File: src/sv/pvmg_pkg.sv
// shared types and constants for the packed voxel marker grid
// request and result beats, request codes, controller/datapath command and status
// no dependencies
`timescale 1ns / 1ps

package pvmg_pkg;

	localparam int COORD_W = 5;
	localparam int VAL_W   = 2;

	typedef enum logic [1:0] {
		REQ_READ  = 2'd0,
		REQ_WRITE = 2'd1,
		REQ_MARK  = 2'd2,
		REQ_QUERY = 2'd3
	} req_kind_t;

	typedef struct packed {
		req_kind_t          req_type;
		logic [COORD_W-1:0] x_lo;
		logic [COORD_W-1:0] y_lo;
		logic [COORD_W-1:0] z_lo;
		logic [COORD_W-1:0] x_hi;
		logic [COORD_W-1:0] y_hi;
		logic [COORD_W-1:0] z_hi;
		logic [VAL_W-1:0]   mark_value;
	} req_t;

	typedef struct packed {
		logic [VAL_W-1:0] cell_value;
		logic             box_hit;
	} rsp_t;

	typedef struct packed {
		logic clr_wr;
		logic load;
		logic row_wr;
		logic cap_cell;
		logic set_hit;
		logic step;
		logic out_load;
	} pvmg_cmd_t;

	typedef struct packed {
		logic      clr_last;
		req_kind_t kind;
		logic      in_grid;
		logic      empty;
		logic      last_row;
		logic      row_hit;
	} pvmg_sts_t;

endpackage

File: src/sv/pvmg_ctrl.sv
// controller of the packed voxel marker grid: clearing sweep, request sequencing
// over box rows, and the result beat valid register
// depends on pvmg_pkg
`timescale 1ns / 1ps

module pvmg_ctrl (
	input  logic                clk,
	input  logic                arst_n,
	input  logic                req_valid,
	output logic                req_stall,
	output logic                rsp_valid,
	input  logic                rsp_stall,
	output pvmg_pkg::pvmg_cmd_t cmd,
	input  pvmg_pkg::pvmg_sts_t sts
);

	typedef enum logic [2:0] {
		S_CLEAR,
		S_IDLE,
		S_READ,
		S_MOD,
		S_DONE
	} state_t;

	state_t state_q;
	logic   rsp_valid_q;
	logic   is_box;

	assign is_box = (sts.kind == pvmg_pkg::REQ_MARK) || (sts.kind == pvmg_pkg::REQ_QUERY);

	always_comb begin
		cmd = '0;
		unique case (state_q)
			S_CLEAR: cmd.clr_wr = 1'b1;
			S_IDLE:  cmd.load = req_valid;
			S_MOD: begin
				cmd.row_wr   = ((sts.kind == pvmg_pkg::REQ_WRITE) && sts.in_grid) ||
				               ((sts.kind == pvmg_pkg::REQ_MARK) && !sts.empty);
				cmd.cap_cell = (sts.kind == pvmg_pkg::REQ_READ) && sts.in_grid;
				cmd.set_hit  = (sts.kind == pvmg_pkg::REQ_QUERY) && !sts.empty && sts.row_hit;
				// a query stops at its first hit
				cmd.step     = is_box && !sts.empty && !sts.last_row && !cmd.set_hit;
			end
			S_DONE:  cmd.out_load = !rsp_valid_q || !rsp_stall;
			default: ;
		endcase
	end

	always_ff @(posedge clk or negedge arst_n) begin
		if (!arst_n) begin
			state_q     <= S_CLEAR;
			rsp_valid_q <= 1'b0;
		end else begin
			unique case (state_q)
				S_CLEAR: if (sts.clr_last) state_q <= S_IDLE;
				S_IDLE:  if (req_valid) state_q <= S_READ;
				S_READ:  state_q <= S_MOD;
				S_MOD:   state_q <= cmd.step ? S_READ : S_DONE;
				S_DONE:  if (cmd.out_load) state_q <= S_IDLE;
				default: state_q <= S_IDLE;
			endcase
			if (cmd.out_load) begin
				rsp_valid_q <= 1'b1;
			end else if (!rsp_stall) begin
				rsp_valid_q <= 1'b0;
			end
		end
	end

	assign req_stall = (state_q != S_IDLE);
	assign rsp_valid = rsp_valid_q;

	a_accept_reads: assert property (@(posedge clk) disable iff (!arst_n)
		(state_q == S_IDLE && req_valid) |=> (state_q == S_READ))
		else $error("accepted request did not start a row read");

	a_mod_next: assert property (@(posedge clk) disable iff (!arst_n)
		(state_q == S_MOD) |=> (state_q == S_READ || state_q == S_DONE))
		else $error("row modify left to an unexpected state");

	a_out_held: assert property (@(posedge clk) disable iff (!arst_n)
		(state_q == S_DONE && rsp_valid_q && rsp_stall) |=> (state_q == S_DONE && rsp_valid_q))
		else $error("pending result overwritten while output stalled");

	a_valid_from_done: assert property (@(posedge clk) disable iff (!arst_n)
		$rose(rsp_valid_q) |-> ($past(state_q) == S_DONE))
		else $error("result beat raised outside done state");

	a_clear_quiet: assert property (@(posedge clk) disable iff (!arst_n)
		(state_q == S_CLEAR) |-> !rsp_valid_q)
		else $error("result beat during clearing sweep");

endmodule

File: config.mk
export PLATFORM = sky130hd
export DESIGN_NAME = pvmg_ctrl
export DESIGN_NICKNAME = d
export VERILOG_FILES = /design/src/sv/pvmg_pkg.sv /design/src/sv/pvmg_ctrl.sv
export SDC_FILE = /design/constraint.sdc
export NUM_CORES = 1
export LEC_CHECK = 0
export BUFFER_PORTS_ARGS = -buffer_cell sky130_fd_sc_hd__buf_4
export CELL_PAD_IN_SITES_DETAIL_PLACEMENT = 0
export CELL_PAD_IN_SITES_GLOBAL_PLACEMENT = 1
export CORE_AREA = 2 2 39 41
export DETAILED_ROUTE_END_ITERATION = 8
export DIE_AREA = 0 0 41 43
export HOLD_SLACK_MARGIN = 0.08
export PLACE_DENSITY = 0.66
export SLEW_MARGIN = 20
export SYNTH_ARGS = -nofsm -noshare
export SYNTH_HDL_FRONTEND = slang
export SYNTH_SLANG_ARGS = --single-unit
File: constraint.sdc
create_clock -name clk -period 1 [get_ports clk]
set_input_delay 0.15 -clock clk [delete_from_list [all_inputs] [get_ports clk]]
set_output_delay 0.15 -clock clk [all_outputs]
set_load 0.05 [all_outputs]
==> impl_metrics.tcl <==
set metrics [dict create \
    fin_skew_ps 1.152 \
    drt-wirelength-per-cell_um 11.85 \
    grt_use_total 0.1483 \
    fmax_mhz 659.9 \
    mostFrequentLayoutCells "20 x buf_4, 14 x buf_6, 5 x buf_8" \
    crit_path_top_delay_cell "dfrtp_1" \
    dp_cells 79 \
    first_iter_violations 4 \
    drv_slew 0 \
    port_buffers 19 \
    status "complete, but fails checks" \
    fin_crit_ps 1515 \
    grt_pass1_vias 414 \
    diodes 0 \
    hold_path_depth 3 \
    first_pass_iters 4 \
    cp_max_fo 4 \
    clkSlewWorstSetupHoldPaths_ps 40 \
    ctsHtreeMaxLevel 1 \
    pwr_density_cell_nw_per_um2 3113 \
    cts.sinks 4 \
    slew_headroom 0.8354 \
    synth_area_per_cell_um2 8.407 \
    routed_wl_mm 1.090 \
    drive_gt1_frac 0.7895 \
    ys_ff_latch 4 \
    nets 88 \
    gp_congestion 0.6511 \
    worstMarginPinSlew_ps 246.1 \
    holdCritPathClass "input pin to flip-flop" \
    crit_path_end_kind "primary output" \
    worstPathRequired_ps 850 \
    die_area_um2 1763 \
    insertion_delay_ps 240 \
    r2r_cells 5 \
    cts_root_buffer "clkbuf_4" \
    path_cells "nand3b_1 > buf_6 > nor3_4 > buf_6" \
    final_common_cell "buf_4" \
    worstPathArrival_ps 1370 \
    rows 14 \
    postRouteAntennaNets 0 \
    yosysWarnings 0 \
    tritoncts "built" \
    period_share 1.515 \
    nFillCells 120 \
    finalHoldViolCount 0 \
    cts_buffer_depth 2 \
    syn_area_um2 269.0 \
    cap_violations 0 \
    cp_common_cell "buf_6" \
    p_leak_uw 0.0003940 \
    num_io_pins 20 \
    drc 0 \
    fin_ws_ps -515.3 \
    initial_core_util 0.1944 \
    viasPerCell 4.511 \
    dp_hpwl_um 704.9 \
    syn-num-nets 43 \
    ys_types 19 \
    violations "setup timing" \
    path_class "flip-flop to primary output" \
    numCtsBuffers 3 \
    slowest_delay_ps 370 \
    design.core.area_um2 1384 \
    setup_viol 11 \
    syn-instance-count 32 \
    finalSetupTns_ps -4235 \
    grt_max_degree 6 \
    rsz0062_at_grt "true" \
    grt_pass1_wl_mm 1.683 \
    instances_no_fill 92 \
    crit_path_start_kind "flip-flop" \
    vdd_drop_max_v 0.001322 \
    grt_overflow 0 \
    vias 415 \
    dieHeight_um 43 \
    areaGrowthSynthToFinish_pct 218.6 \
    yosysSeqAreaShare 0.3721 \
    grt_antenna_before_repair 0 \
    die_w_um 41 \
]
==> final timing paths <==
check                                    endpoint                    from  slack, ps
max                                        cmd[2]  state_q[2]$_DFFE_PN0P_       -520
min                         rsp_valid$_DFFE_PN0P_               rsp_stall        230
max reg2reg                state_q[2]$_DFFE_PN0P_  state_q[2]$_DFFE_PN0P_       -260
min reg2reg                 rsp_valid$_DFFE_PN0P_   rsp_valid$_DFFE_PN0P_        620
max in group asynchronous   rsp_valid$_DFFE_PN0P_                  arst_n        640
min in group asynchronous  state_q[0]$_DFFE_PN0P_                  arst_n        250
==> synthesized netlist by cell type <==
master | n | share of area
nand2_1 | 5 | 0.070
dfrtp_1 | 4 | 0.37
nor2_1 | 4 | 0.056
a21oi_1 | 2 | 0.037
nand3b_1 | 2 | 0.056
nor3_1 | 2 | 0.037
a311oi_1 | 1 | 0.033
and3_1 | 1 | 0.023
buf_2 | 1 | 0.019
clkbuf_2 | 1 | 0.019
nand2b_4 | 1 | 0.051
nor3b_1 | 1 | 0.028
nor4b_1 | 1 | 0.033
o21a_1 | 1 | 0.028
o21ai_0 | 1 | 0.019
o22a_1 | 1 | 0.033
o22ai_1 | 1 | 0.023
o31a_1 | 1 | 0.033
or3b_1 | 1 | 0.033
==> state kept, by name, indices dropped and copies added (netlist names) <==
signal / count
rsp_valid: 1
state_q: 3
==> power by group <==
group / switching, uW / internal, uW
clock network: 74.4 / 150
registers: 56.0 / 241
logic: 1010 / 1140
==> worst max-delay path: cells and delay by family, from the launching register on <==
kind,cells,cell delay (ps)
simple gates,2,390
buf+inv,2,370
flops,1,370
==> routing by layer <==
| layer | GRT usage | up-vias | routed length (um) |
|---|---|---|---|
| met4 | 0.1200 | 0 | 19 |
| met2 | 0.2375 | 15 | 666 |
| li1 | - | 203 | - |
| met5 | 0 | - | 0 |
| met3 | 0.01571 | 2 | 37 |
| met1 | 0.1634 | 195 | 366 |
==> logic make-up (layout without fill, tap and decap cells) <==
kind of cell / Yosys count / after routing / synth area share
AO/OA/AOI/OAI: 8 / 8 / 0.2047
buffers and inverters: 2 / 46 / 0.03717
flip-flops: 4 / 4 / 0.3721
AND/OR/NAND/NOR: 18 / 18 / 0.3860
==> layout make-up <==
cell class                 instances  area, um2  share of cell area
timing repair buffer              42      432.9              0.5051
multi-input combinational         26      276.5              0.3226
sequential                         4      101.3              0.1182
clock buffer                       4      26.28             0.03066
tap                               16      20.02             0.02336
==> through the flow <==
stage	hold WS (ps)	setup slack [ps]	util	power, uW	area (um2)
floorplan	-145.6	-533.1	-	1070	325.3
global placement	-53.95	-267.1	0.4259	1608	589.3
detailed placement	-51.47	-298.9	0.4259	1624	589.3
CTS	216.7	-530.7	0.5506	2317	762.0
global route	252.9	-618.6	0.6193	2809	857.1
finish	229.8	-515.3	0.6193	2668	857.1
==> repair_timing <==
action                                 4_1_cts  5_1_grt
pin swaps                                    9        4
hold buffers                                 1        0
buffers inserted                             5        4
setup endpoints to repair                   13       12
endpoints found under the hold margin        4        0
resized for setup                           25       13
No activity file was read; power rests on OpenSTA's default activity.
